[config.mk]
export PLATFORM = sky130hd
export DESIGN_NAME = lsb_first_bitfield_byte_packer
export DESIGN_NICKNAME = d
export VERILOG_FILES = /design/src/rtl/core/lbbp_pkg.sv /design/src/rtl/core/lbbp_ctrl.sv /design/src/rtl/core/lbbp_dp.sv /design/src/rtl/core/lsb_first_bitfield_byte_packer.sv
export SDC_FILE = /design/constraint.sdc
export NUM_CORES = 1
export LEC_CHECK = 0
export ABC_AREA = 1
export BUFFER_PORTS_ARGS = -buffer_cell sky130_fd_sc_hd__clkbuf_2
export CAP_MARGIN = 10
export CORE_MARGIN = 2
export CORE_UTILIZATION = 40
export CTS_BUF_LIST = sky130_fd_sc_hd__clkbuf_4
export DETAILED_ROUTE_END_ITERATION = 16
export HOLD_SLACK_MARGIN = 0.03
export SYNTH_ARGS = -nofsm -noshare
export SYNTH_HDL_FRONTEND = slang
export SYNTH_SLANG_ARGS = --single-unit
[constraint.sdc]
create_clock -name clk_i -period 3.4 [get_ports clk_i]
set_input_delay 0.34 -clock clk_i [delete_from_list [all_inputs] [get_ports clk_i]]
set_output_delay 0.34 -clock clk_i [all_outputs]
set_load 0.01 [all_outputs]
[src/rtl/core/lbbp_pkg.sv]
`default_nettype none

package lbbp_pkg;

  localparam int unsigned ByteBits   = 8;
  localparam int unsigned ValueBits  = 64;
  localparam int unsigned StreamBits = ValueBits + ByteBits;
  localparam int unsigned CountBits  = 9;

  localparam logic FuncValue = 1'b0;
  localparam logic FuncZeros = 1'b1;

  typedef struct packed {
    logic load;
    logic emit;
  } lbbp_cmd_t;

  typedef struct packed {
    logic multi;
    logic last;
  } lbbp_sts_t;

endpackage

`default_nettype wire

[src/rtl/core/lbbp_ctrl.sv]
`default_nettype none

module lbbp_ctrl
  import lbbp_pkg::*;
(
  input  wire logic      clk_i,
  input  wire logic      rst_ni,
  input  wire logic      in_valid_i,
  output logic           in_ready_o,
  output logic           out_valid_o,
  input  wire logic      out_ready_i,
  input  wire lbbp_sts_t sts_i,
  output lbbp_cmd_t      cmd_o
);

  typedef enum logic {
    StIdle,
    StEmit
  } state_e;

  state_e state_q;
  logic   out_valid_q;
  logic   slot_free;

  assign slot_free   = !out_valid_q || out_ready_i;
  assign in_ready_o  = (state_q == StIdle);
  assign out_valid_o = out_valid_q;
  assign cmd_o.load  = (state_q == StIdle) && in_valid_i;
  assign cmd_o.emit  = (state_q == StEmit) && slot_free;

  always_ff @(posedge clk_i or negedge rst_ni) begin
    if (!rst_ni) begin
      state_q     <= StIdle;
      out_valid_q <= 1'b0;
    end else begin
      unique case (state_q)
        StIdle: begin
          if (cmd_o.load && sts_i.multi) begin
            state_q <= StEmit;
          end
        end
        StEmit: begin
          if (cmd_o.emit && sts_i.last) begin
            state_q <= StIdle;
          end
        end
        default: state_q <= StIdle;
      endcase
      if (cmd_o.emit) begin
        out_valid_q <= 1'b1;
      end else if (out_ready_i) begin
        out_valid_q <= 1'b0;
      end
    end
  end

endmodule

`default_nettype wire

[src/rtl/core/lbbp_dp.sv]
`default_nettype none

module lbbp_dp
  import lbbp_pkg::*;
(
  input  wire logic                 clk_i,
  input  wire logic                 rst_ni,
  input  wire logic                 func_i,
  input  wire logic [7:0]           bit_count_i,
  input  wire logic [ValueBits-1:0] field_value_i,
  input  wire lbbp_cmd_t            cmd_i,
  output lbbp_sts_t                 sts_o,
  output logic [ByteBits-1:0]       out_byte_o,
  output logic                      last_o
);

  logic [ByteBits-1:0]   pend_bits_q;
  logic [2:0]            pend_cnt_q;
  logic [StreamBits-1:0] stream_q;
  logic [CountBits-1:0]  rem_q;
  logic [ByteBits-1:0]   obyte_q;
  logic                  olast_q;

  logic [CountBits-1:0]  width_eff;
  logic [CountBits-1:0]  total;
  logic [ValueBits-1:0]  val_masked;
  logic [StreamBits-1:0] stream_d;

  always_comb begin
    if (func_i == FuncValue && bit_count_i[7:6] != 2'b00) begin
      width_eff = CountBits'(ValueBits);
    end else begin
      width_eff = CountBits'(bit_count_i);
    end
    if (bit_count_i[7:6] != 2'b00) begin
      val_masked = field_value_i;
    end else begin
      val_masked = field_value_i & ((ValueBits'(1) << bit_count_i[5:0]) - ValueBits'(1));
    end
    total = CountBits'(pend_cnt_q) + width_eff;
    if (func_i == FuncZeros) begin
      stream_d = StreamBits'(pend_bits_q);
    end else begin
      stream_d = (StreamBits'(val_masked) << pend_cnt_q) | StreamBits'(pend_bits_q);
    end
  end

  assign sts_o.multi = (total[CountBits-1:3] != '0);
  assign sts_o.last  = (rem_q[CountBits-1:4] == '0);
  assign out_byte_o  = obyte_q;
  assign last_o      = olast_q;

  always_ff @(posedge clk_i or negedge rst_ni) begin
    if (!rst_ni) begin
      pend_bits_q <= '0;
      pend_cnt_q  <= '0;
      rem_q       <= '0;
    end else begin
      if (cmd_i.load) begin
        pend_cnt_q <= total[2:0];
        rem_q      <= total;
        if (!sts_o.multi) begin
          pend_bits_q <= stream_d[ByteBits-1:0];
        end
      end else if (cmd_i.emit) begin
        rem_q <= rem_q - CountBits'(ByteBits);
        if (sts_o.last) begin
          pend_bits_q <= stream_q[2*ByteBits-1:ByteBits];
        end
      end
    end
  end

  always_ff @(posedge clk_i) begin
    if (cmd_i.load) begin
      stream_q <= stream_d;
    end else if (cmd_i.emit) begin
      stream_q <= stream_q >> ByteBits;
      obyte_q  <= stream_q[ByteBits-1:0];
      olast_q  <= sts_o.last;
    end
  end

endmodule

`default_nettype wire

[src/rtl/core/lsb_first_bitfield_byte_packer.sv]
// Packs variable-width bit fields into a byte stream, least significant bit first.
// Input channel (in_valid_i/in_ready_o) carries func_i, bit_count_i and field_value_i.
// A value transaction appends the low bit_count_i bits of field_value_i, at most 64.
// A zero-run transaction appends bit_count_i zero bits.
// Output channel (out_valid_o/out_ready_i) carries one byte per transaction;
// last_o marks the final byte caused by an input transaction.
// An input is accepted when the packer is idle; its bytes then leave through the
// output register one per cycle unless the receiver stalls, and the input side
// stays busy until the final byte is emitted. The rate is set by the single byte
// shift register in the datapath, which emits one byte per cycle when not stalled.
// An input that completes no byte only updates the pending bits and leaves the
// packer idle. The next input is taken while the final byte still waits in the
// output register.
// When the receiver stalls, the output register holds its byte and the shift
// register waits. Reset clears the pending bits and count and empties the output.
`default_nettype none

module lsb_first_bitfield_byte_packer
  import lbbp_pkg::*;
(
  input  wire logic                 clk_i,
  input  wire logic                 rst_ni,
  input  wire logic                 in_valid_i,
  output logic                      in_ready_o,
  input  wire logic                 func_i,
  input  wire logic [7:0]           bit_count_i,
  input  wire logic [ValueBits-1:0] field_value_i,
  output logic                      out_valid_o,
  input  wire logic                 out_ready_i,
  output logic [ByteBits-1:0]       out_byte_o,
  output logic                      last_o
);

  lbbp_cmd_t cmd;
  lbbp_sts_t sts;

  lbbp_ctrl u_ctrl (
    .clk_i       (clk_i),
    .rst_ni      (rst_ni),
    .in_valid_i  (in_valid_i),
    .in_ready_o  (in_ready_o),
    .out_valid_o (out_valid_o),
    .out_ready_i (out_ready_i),
    .sts_i       (sts),
    .cmd_o       (cmd)
  );

  lbbp_dp u_dp (
    .clk_i         (clk_i),
    .rst_ni        (rst_ni),
    .func_i        (func_i),
    .bit_count_i   (bit_count_i),
    .field_value_i (field_value_i),
    .cmd_i         (cmd),
    .sts_o         (sts),
    .out_byte_o    (out_byte_o),
    .last_o        (last_o)
  );

`ifndef SYNTH
  assert property (@(posedge clk_i) disable iff (!rst_ni) !(cmd.load && cmd.emit))
    else $error("Load and emit issued in the same cycle.");

  assert property (@(posedge clk_i) disable iff (!rst_ni)
    cmd.emit && sts.last |=> in_ready_o && out_valid_o && last_o)
    else $error("Final byte did not return the packer to idle.");

  assert property (@(posedge clk_i) disable iff (!rst_ni)
    cmd.load && !sts.multi |=> in_ready_o)
    else $error("Transaction without a full byte left the packer busy.");
`endif

endmodule

`default_nettype wire

Word-level counts from Yosys, hierarchy flattened:

Index checks and enable logic that the tools add are counted.
Widths: inputs -> output; s select.

* register bits after elaboration: 103
* bits of input ports: 77
* output and inout port bits: 11

* add/subtract/negate cells: 3
* equal/unequal tests: 1
* shift operators: 2
* muxes and demuxes: 16
* bitwise operators: 5
* reductions and logical operators: 15

Operators with widths (number)
* $mux 72: 3
* $or 72x8->72: 1
* $shl 64x3->72: 1
* $and 64x64->64: 1
* $mux 64: 1
* $shl 1x6->64 const A: 1
* $sub 64x1->64 const B: 1
* $mux 8: 5
* $mux 9: 2
* $add 3x8->9: 1
* $sub 9x4->9 const B: 1
* $reduce_bool 2->1: 4
* $reduce_bool 6->1: 1
* $logic_and 1x1->1: 5
* $logic_not 5->1: 1
* $mux 1: 4
* $not 1->1: 3
* $reduce_and 3->1: 1
* $ne 2x2->1 const B: 1
* $pmux 1 s2: 1
* $reduce_and 2->1: 1
* $logic_not 1->1: 1
* $logic_or 1x1->1: 1

Logic depth before layout (Yosys ltp):

Gate-level depths: netlist of the first run.

* depth after elaboration: 9
* mapped depth: 20
* depth with buffers taken out: 19

Cells and area by module:

A second synthesis of the first run with hierarchy kept.

* cells, all modules: 1481
* area total of the unflattened synthesis: 9371.5 um^2

Modules (own cells, without submodules)
* lbbp_dp: times used 1, cells each 1468, area each 9276.4 um^2, seq. area each 2827.7 um^2
* lbbp_ctrl: times used 1, cells each 13, area each 95.1 um^2, seq. area each 50.0 um^2

Least setup slack after synthesis of the first run:

OpenSTA, ideal clock, no wires.

* path kind: flip-flop to flip-flop
* start: register u_ctrl.out_valid_q (netlist: u_ctrl.out_valid_o)
* end: register u_dp.rem_q[8]
* setup time: 0.071 ns
* arrival: 2.799 ns
* data required time: 3.329 ns
* slack: 0.530 ns
* stages on the path, launching flop included: 7
* period minus slack after synthesis: 2.870 ns
* cells stage by stage: dfrtp_1 > nand2_1 > nand2_1 > inv_1 > nor2_1 > inv_1 > o221a_2

* word-level cells in the longest chain between the ends: 4

Ends and longest elaborated chain
* from (decl): line lbbp_ctrl.sv:22 `logic out_valid_q;`
* from (signal assigned): line lbbp_ctrl.sv:34 `out_valid_q <= 1'b0;`
* from (signal assigned): line lbbp_ctrl.sv:50 `out_valid_q <= 1'b1;`
* from (signal assigned): line lbbp_ctrl.sv:52 `out_valid_q <= 1'b0;`
* $logic_not 1->1: line lbbp_ctrl.sv:25 `assign slot_free = !out_valid_q || out_ready_i;`
* $logic_or 1x1->1: line lbbp_ctrl.sv:25
* $logic_and 1x1->1: line lbbp_ctrl.sv:29 `assign cmd_o.emit = (state_q == StEmit) && slot_free;`
* $reduce_bool 2->1 (no line)
* to (signal assigned): line lbbp_dp.sv:61 `rem_q <= total;`
* to (signal assigned): line lbbp_dp.sv:66 `rem_q <= rem_q - CountBits'(ByteBits);`
* to (decl): line lbbp_dp.sv:20 `logic [CountBits-1:0] rem_q;`

Every way passes these cells.
A chain may end at the register's enable or synchronous reset.

Worst setup path in the final report of the first run:

* start: input port bit_count_i[2]
* end: register u_dp.stream_q[50], data pin

* word-level cells in the longest chain between the ends: 8

Ends and longest elaborated chain
* from (decl): line lsb_first_bitfield_byte_packer.sv:26 `input wire logic [7:0] bit_count_i,`
* $shl 1x6->64: line lbbp_dp.sv:38 `val_masked = field_value_i & ((ValueBits'(1) << bit_count_i[5:0]) - ValueBits'(1));`
* $sub 64x1->64: line lbbp_dp.sv:38
* $and 64x64->64: line lbbp_dp.sv:38
* $mux 64: line lbbp_dp.sv:35 `if (bit_count_i[7:6] != 2'b00) begin`
* $shl 64x3->72: line lbbp_dp.sv:44 `stream_d = (StreamBits'(val_masked) << pend_cnt_q) | StreamBits'(pend_bits_q);`
* $or 72x8->72: line lbbp_dp.sv:44
* $mux 72: line lbbp_dp.sv:41 `if (func_i == FuncZeros) begin`
* $mux 72: line lbbp_dp.sv:75 `if (cmd_i.load) begin`
* to (signal assigned): line lbbp_dp.sv:76 `stream_q <= stream_d;`
* to (signal assigned): line lbbp_dp.sv:78 `stream_q <= stream_q >> ByteBits;`
* to (decl): line lbbp_dp.sv:19 `logic [StreamBits-1:0] stream_q;`

Every way passes these cells.

==> results by group, run 1 <==
Worst setup path
  • Critical Path RT: 3.66 ns
  • Crit path DAT: 2.92 ns
  • R2R Path Start: u_dp.pend_cnt_q[0]$_DFFE_PN0P_
  • CP Launch Type: primary input
  • Crit Path Class: in -> reg
  • CP endpoint kind: register
  • Worst setup path start: bit_count_i[2]
  • Most frequent CP cell: nand3_1
  • Worst stage delay on the critical path: 0.36 ns
  • Worst Path Buf+Inv: 3
  • Crit-path leading delay family: simple AND/OR/NAND/NOR gates
  • Critical Path Fanout Max: 10
  • Crit-path slowest cell: nor2_1
  • CP Cell Sequence: clkbuf_2 > buf_4 > nand3_2 > nor2_1 > nand3_1 > nand2_1 > nor2_1 > nand2_1 > nor2_2 > nand2_4 > clkinv_1 > nand3_1 > nand3_1 > nand3_1 > nand3_1 > nand3_1 > nand3_1

Drt
  • Routed Wire Length: 34300 µm
  • Post-route ant nets: 0
  • Routed via count: 10600
  • Initial DRC Count: 1105
  • Residual DRC: 0
  • Vias per cell: 5.70
  • WL/cell: 18.5 µm
  • Initial DRT Pass Iterations: 6

Die
  • Core box area: 23300 µm²
  • Rows: 56
  • Starting Density: 40.5%
  • Die Area: 24800 µm²
  • Die Wd: 157 µm
  • IO Count: 88
  • Die Y: 157 µm

Global routing
  • GRT met1 Usage: 37.2%
  • First-pass GRT wire length: 53800 µm
  • M3 GR Usage: 3.83%
  • Met2 usage: 46.1%
  • Initial antenna violation count: 3
  • GR Util All Layers: 28.3%
  • Vias in the first global route: 9788
  • Busiest layer in global routing: met2
  • Gr ovfl total: 0
  • Largest net degree at the start of global routing: 73

Worst hold path
  • Worst Hold Launch: out_ready_i
  • Hold Path Class: in -> reg

Clock network
  • CTS Hold Buffers Added: 1
  • Clock Sink Count: 99
  • Root Buffer: clkbuf_4
  • TritonCTS buffer count: 9
  • Post-CTS Setup Bufs: 0
  • CTS tree: yes
  • Clk_lat worst skew: 0.49 ns
  • H-tree depth: 3
  • Post-cts resize count: 0
  • Clk slew on worst S/H paths: 0.18 ns
  • Clock Path Buffers: 2

Yosys
  • Post-Syn Nets: 1566
  • Number of synthesized flops with an enable pin: 80
  • Post-synth ARST share: 19.2%
  • Distinct cell type count after synthesis: 44
  • Mapped Area: 9420 µm²
  • Largest cells by area after synthesis: edfxtp_1, nand3_1, nand2_1
  • Top FF cell, synth: edfxtp_1
  • Post-Synthesis Cells: 1483
  • Yosys top cell area share: 25.5%
  • Syn avg cell area: 6.35 µm²
  • Leading area contributor after synthesis: edfxtp_1
  • Seq cells post-synth: 99
  • Synth Warn #: 0
  • Sequential fraction of the synthesis area: 30.5%

STA
  • RSZ-0062 raised after global routing: false
  • Hold Violations, Final: 0
  • F_max: 376 MHz
  • Post-route minimum period: 2.66 ns
  • Hold Worst Slack: 0.0786 ns
  • Setup TNS: 0 ns
  • Fin crit share: 78.2%
  • Final setup viols: 0
  • Worst-Margin Slew: 1.03 ns
  • Max_slew headroom: 31.6%
  • Clock skew: 0.0261 ns
  • Fin. max-slew vios: 0

Final layout
  • Nets: 1614
  • Finished Cell Area: 10300 µm²
  • Fillers: 2599
  • Final core utilization: 44.2%
  • Area grow syn2layout: 9.22%
  • Share of cells above drive strength 1: 13.5%

Placement
  • GP Congestion: 0.993
  • DP Area: 10200 µm²
  • Dpl hpwl: 26300 µm
  • Port Buffer Count: 87

Power and ir drop
  • PD cells: 595 nW/µm²
  • VDD IR-drop max: 0.000268 V
  • Leak Pwr: 5.21 nW
  • Total Power: 0.00612 W

Status
  • Status: complete, no violations

Job
  • MaxCap Viol Count: 0
## through the flow
step                      cells  setup slack (ns)
final                      1857             0.741
after CTS                  1855             0.753
after floorplan            1483             0.530
after global routing       1855             0.508
after detailed placement   1838             0.282
after global placement     1838             0.310
## kinds of logic after synthesis
group | Yosys count | synth area share (%)
compound gates | 99 | 6.85
xor+xnor | 7 | 0.651
fa+ha+maj | 6 | 0.877
buf+inv | 185 | 8.11
flops | 99 | 30.5
simple gates | 1087 | 53.0
## path summary, 6_finish.rpt
kind / to / slack, ns / cells after the start
max in group asynchronous: u_dp.pend_cnt_q[1]$_DFFE_PN0P_ / 2.73 / 2
min in group asynchronous: u_dp.rem_q[5]$_DFFE_PN0P_ / 0.30 / 2
hold / removal: u_ctrl.out_valid_o$_DFFE_PN0P_ / 0.08 / 4
setup / recovery: u_dp.stream_q[50]$_DFFE_PP_ / 0.74 / 17
hold reg to reg: u_dp.out_byte_o[7]$_DFFE_PP_ / 0.44 / 0
setup reg to reg: u_dp.pend_bits_q[2]$_DFFE_PN0P_ / 0.77 / 14
## cells in the mapped netlist (11+ instances only)
cell / n
o21ai_1: 14
o21ai_0: 23
inv_1: 95
nand2_1: 412
buf_2: 38
a21boi_0: 11
clkbuf_1: 28
nor3_1: 14
o211ai_1: 14
nor2_1: 165
dfrtp_1: 19
nand3_1: 392
edfxtp_1: 80
nand4_1: 46
nor2_2: 15
## registers in the layout, summed over array words and instances (netlist names)
signal,count
u_dp.out_byte_o,8
u_dp.rem_q,6
u_dp.stream_q,71
u_dp.pend_cnt_q,3
u_ctrl.out_valid_o,1
u_dp.pend_bits_q,8
u_ctrl.state_q,1
u_dp.last_o,1
## layout by cell type (no fill, tap or decap), drive strengths merged
cell | netlist | routed
dlygate4sd3 | 0 | 1
fa | 1 | 1
nor2 | 189 | 189
and2 | 2 | 2
and3 | 1 | 1
diode | 0 | 2
ha | 5 | 5
dfrtp | 19 | 19
nand3 | 399 | 399
o21bai | 8 | 8
xor2 | 6 | 6
o221a | 1 | 1
clkinv | 2 | 5
o211ai | 14 | 14
inv | 103 | 107
nand2b | 1 | 1
nand3b | 2 | 2
or2 | 1 | 1
a21boi | 21 | 21
buf | 52 | 29
o221ai | 2 | 2
clkbuf | 28 | 96
xnor2 | 1 | 1
nand2 | 423 | 423
a31oi | 5 | 5
o21ai | 41 | 41
nor3 | 17 | 17
nand4 | 52 | 52
a21oi | 7 | 7
edfxtp | 80 | 80
## power by group
group	internal [W]	leakage, nW	switching [W]	total [W]
Combinational	0.00100	4.11	0.00227	0.00328
Sequential	0.00206	1.02	0.000157	0.00222
Clock	0.000163	0.0730	0.000460	0.000623
Total	0.00323	5.21	0.00289	0.00612
## routing by layer
metal  up-vias  part of all wire, %  routed length [µm]
met3        83                  6.5                2220
li1       5159                    -                   -
met4         0                  4.8                1660
met5         -                    0                   0
met1      4868                   43               14800
met2       466                   45               15600
## area by class of cell
| cell class | instances | area, µm² | area share [%] |
|---|---|---|---|
| Multi-Input combinational cell | 1199 | 5800 | 56.4 |
| Sequential cell | 99 | 2880 | 28.0 |
| Timing Repair Buffer | 117 | 688 | 6.69 |
| Tap cell | 319 | 399 | 3.88 |
| Inverter | 105 | 394 | 3.83 |
| Clock buffer | 9 | 67.6 | 0.657 |
| Clock inverter | 7 | 56.3 | 0.547 |
| Antenna cell | 2 | 5.00 | 0.0486 |
## tightest hold or removal path, cell delays in order
cell and delay [ns]:
clkbuf_2 0.08, inv_1 0.03, nand2_1 0.06, nand2_1 0.05
(Power assumes the default switching activity.)
==> run 2: changes to the inputs <==
--- a/config.mk
+++ b/config.mk
@@ -5,7 +5,7 @@
 export SDC_FILE = /design/constraint.sdc
 export NUM_CORES = 1
 export LEC_CHECK = 0
-export ABC_AREA = 1
+export ABC_AREA = 0
 export BUFFER_PORTS_ARGS = -buffer_cell sky130_fd_sc_hd__clkbuf_2
 export CAP_MARGIN = 10
 export CORE_MARGIN = 2
==> constraint.sdc (replaced) <==
create_clock -name clk_i -period 2.5 [get_ports clk_i]
set_input_delay 0.25 -clock clk_i [delete_from_list [all_inputs] [get_ports clk_i]]
set_output_delay 0.25 -clock clk_i [all_outputs]
set_load 0.01 [all_outputs]
==> run 2 against run 1 <==
  * Die area decreased by 8.4%
  * Register-to-register slack worse by 0.90 ns
  * Global-route usage grew 3.0 points
  * Synthesized area down 8.6%
  * First-iteration DRC count down 8.7%
  * Sequential share of layout area shrank 4.4 points
  * Clock-buffer cell count is the same
  * Largest cell class unchanged
  * Synthesized cell count is 31% lower
  * Final area grew 19%
  * Total power increased by 69%
  * Worst setup slack worse by 0.98 ns
  * Largest power group unchanged
  * The flow now finishes with violations (negative setup slack)
  * Final cell count down 17%
==> results by group, run 2 <==
Clock network
  • Clock Sink Count: 99
  • Clock Path Buffers: 2
  • H-tree depth: 3
  • Root Buffer: clkbuf_4
  • Clk slew on worst S/H paths: 0.17 ns
  • CTS tree: yes
  • TritonCTS buffer count: 9
  • Clk_lat worst skew: 0.50 ns

Yosys
  • Top cells by count, synth: nand2_1, nor2_1, o21ai_0, edfxtp_1, clkbuf_1
  • Post-Syn Nets: 1101
  • Yosys top cell area share: 27.9%
  • Post-Synthesis Cells: 1018
  • Cell with the most instances after synthesis: nand2_1
  • Number of synthesized flops with an enable pin: 80
  • Sequential fraction of the synthesis area: 33.4%
  • Post-synth ARST share: 19.2%
  • Seq cells post-synth: 99
  • Largest cells by area after synthesis: edfxtp_1, dfrtp_1, nand2_1
  • Mapped Area: 8610 µm²
  • Top FF cell, synth: edfxtp_1
  • Leading area contributor after synthesis: edfxtp_1
  • Synth Warn #: 0
  • Syn avg cell area: 8.46 µm²
  • Distinct cell type count after synthesis: 84

Worst setup path
  • Crit-path leading delay family: simple AND/OR/NAND/NOR gates
  • CP Launch Type: primary input
  • CP Cell Sequence: buf_6 > or3_4 > or4b_4 > ha_4 > buf_6 > a41o_4 > o31ai_4 > buf_6 > o21ai_4 > buf_6 > mux2_4 > a22oi_2 > nor2_1
  • Critical Path RT: 2.75 ns
  • Crit path DAT: 2.99 ns
  • R2R Path Start: u_dp.pend_cnt_q[0]$_DFFE_PN0P_
  • Critical Path Fanout Max: 6
  • Crit Path Class: in -> reg
  • Critical R2R Capture: u_dp.pend_bits_q[7]$_DFFE_PN0P_
  • Worst r2r path cells: 11
  • Worst stage delay on the critical path: 0.53 ns
  • Crit-path slowest cell: or4b_4
  • CP endpoint kind: register
  • Flop2flop setup slack: -0.13 ns
  • Worst Path Buf+Inv: 4
  • Most frequent CP cell: buf_6

Worst hold path
  • Hold Path Class: in -> async

STA
  • Fin. max-slew vios: 0
  • Clock skew: 0.0150 ns
  • Final setup viols: 60
  • Fin crit share: 109%
  • Hold Violations, Final: 0
  • Setup ws final: -0.237 ns
  • F_max: 365 MHz
  • RSZ-0062 raised after global routing: true
  • Max_slew headroom: 49.6%
  • Post-route minimum period: 2.74 ns
  • Worst-Margin Slew: 0.749 ns

Global routing
  • Gr ovfl total: 0
  • Largest net degree at the start of global routing: 98
  • Vias in the first global route: 9372
  • GR Util All Layers: 31.2%
  • First-pass GRT wire length: 53500 µm
  • Initial antenna violation count: 0

Die
  • Rows: 53
  • Core box area: 21100 µm²
  • IO Count: 88
  • Die Y: 151 µm
  • Starting Density: 40.8%
  • Die Area: 22700 µm²
  • Die Wd: 151 µm

Drt
  • Residual DRC: 0
  • Post-route ant nets: 0
  • WL/cell: 23.0 µm
  • Initial DRT Pass Iterations: 6
  • Routed Wire Length: 35200 µm
  • Initial DRC Count: 1009
  • Vias per cell: 6.28
  • Routed via count: 9625

Final layout
  • Diodes inserted: 0
  • Share of cells above drive strength 1: 41.0%
  • Max reg flops: 71
  • Commonest non-fill, non-tap cell in the layout: buf_4
  • Area grow syn2layout: 42.0%
  • Nets: 1336
  • Most flop-heavy register: u_dp.stream_q
  • Highest-count cells in the layout ignoring fill and taps: buf_4, nand2_1, clkbuf_2
  • Final core utilization: 58.0%
  • Cell Count, Final, Fillers Out: 1533

Placement
  • GP Congestion: 0.971
  • Dpl hpwl: 26200 µm
  • Port Buffer Count: 87
  • Placed Cells: 1497

Power and ir drop
  • PD cells: 846 nW/µm²
  • VDD IR-drop max: 0.000504 V
  • Leak Pwr: 4.83 nW

Job
  • MaxCap Viol Count: 0

Status
  • Failing checks: negative setup slack
  • Status: finished, violations left
[run 2: area by class of cell]
| type | instances | area, µm² |
|---|---|---|
| fillers | 1948 | 8870 |
| clock buffers | 9 | 67.6 |
| flip-flops and latches | 99 | 2880 |
| repair buffers | 320 | 2410 |
| clock inverters | 7 | 88.8 |
| inverters | 21 | 81.3 |
| multi-input cells | 802 | 6350 |
| well taps | 275 | 344 |
[run 2: logic make-up after synthesis]
group,after synthesis,share of synthesized area [%]
multiplexers,54,7.14
adder cells (fa/ha/maj),6,0.959
AO/OA/AOI/OAI,386,32.6
XOR/XNOR,10,1.02
buffers and inverters,117,5.54
flip-flops,99,33.4
AND/OR/NAND/NOR,346,19.3
[run 2: worst reg2reg max path, cell delays in order (launching register included)]
cell      delay, ns
dfrtp_4        0.46
ha_4           0.14
inv_2          0.04
fa_2           0.37
nor2b_4        0.19
nor2_4         0.06
mux2i_1        0.18
a211oi_2       0.09
or3_4          0.41
o21ai_4        0.15
buf_12         0.15
mux2_4         0.30
[run 2: worst max path at each step]
stage,cells past startpoint,to,slack (ns),start
floorplan,14,u_dp.stream_q[25]$_DFFE_PP_,-0.63,bit_count_i[5]
global placement,12,u_dp.stream_q[47]$_DFFE_PP_,-0.80,bit_count_i[2]
detailed placement,11,u_dp.stream_q[39]$_DFFE_PP_,-0.84,bit_count_i[2]
CTS,13,u_dp.stream_q[63]$_SDFFCE_PP0P_,-0.23,bit_count_i[4]
global route,13,u_dp.stream_q[65]$_SDFFCE_PP0P_,-0.26,bit_count_i[3]
finish,13,u_dp.stream_q[65]$_SDFFCE_PP0P_,-0.24,bit_count_i[3]
[run 2: power by group]
| group | total, W | internal, W | switching, W |
|---|---|---|---|
| registers | 0.00295 | 0.00269 | 0.000268 |
| logic | 0.00644 | 0.00281 | 0.00363 |
| clock network | 0.000943 | 0.000320 | 0.000623 |
[run 2: stage by stage]
step | setup WS, ns | total power (W) | hold WS [ns] | TNS, ns | instance area [µm²]
floorplan | -0.630 | 0.00646 | -0.0456 | -34.41 | 9010
global placement | -0.798 | 0.00848 | 0.238 | -50.28 | 11000
detailed placement | -0.836 | 0.00854 | 0.241 | -52.01 | 11000
CTS | -0.230 | 0.00984 | 0.212 | -6.70 | 11700
global route | -0.259 | 0.0109 | 0.248 | -8.82 | 12200
finish | -0.237 | 0.0103 | 0.220 | -5.88 | 12200
[run 2: repair_timing]
item	4_1_cts	5_1_grt
hold buffers	2	0
setup buffers	11	11
pin swaps	47	56
endpoints found under the hold margin	20	0
resized for setup	90	96
endpoints found under the setup margin	74	76
[run 2: per-layer routing]
layer | routed length [µm] | share of wire [%] | up-vias | global-route usage, %
met1 | 14400 | 41 | 4673 | 39.4
met2 | 17000 | 48 | 428 | 52.7
met3 | 2130 | 6.0 | 88 | 4.45
met4 | 1590 | 4.5 | 0 | 14.7
met5 | 0 | 0 | - | 0
li1 | - | - | 4436 | -
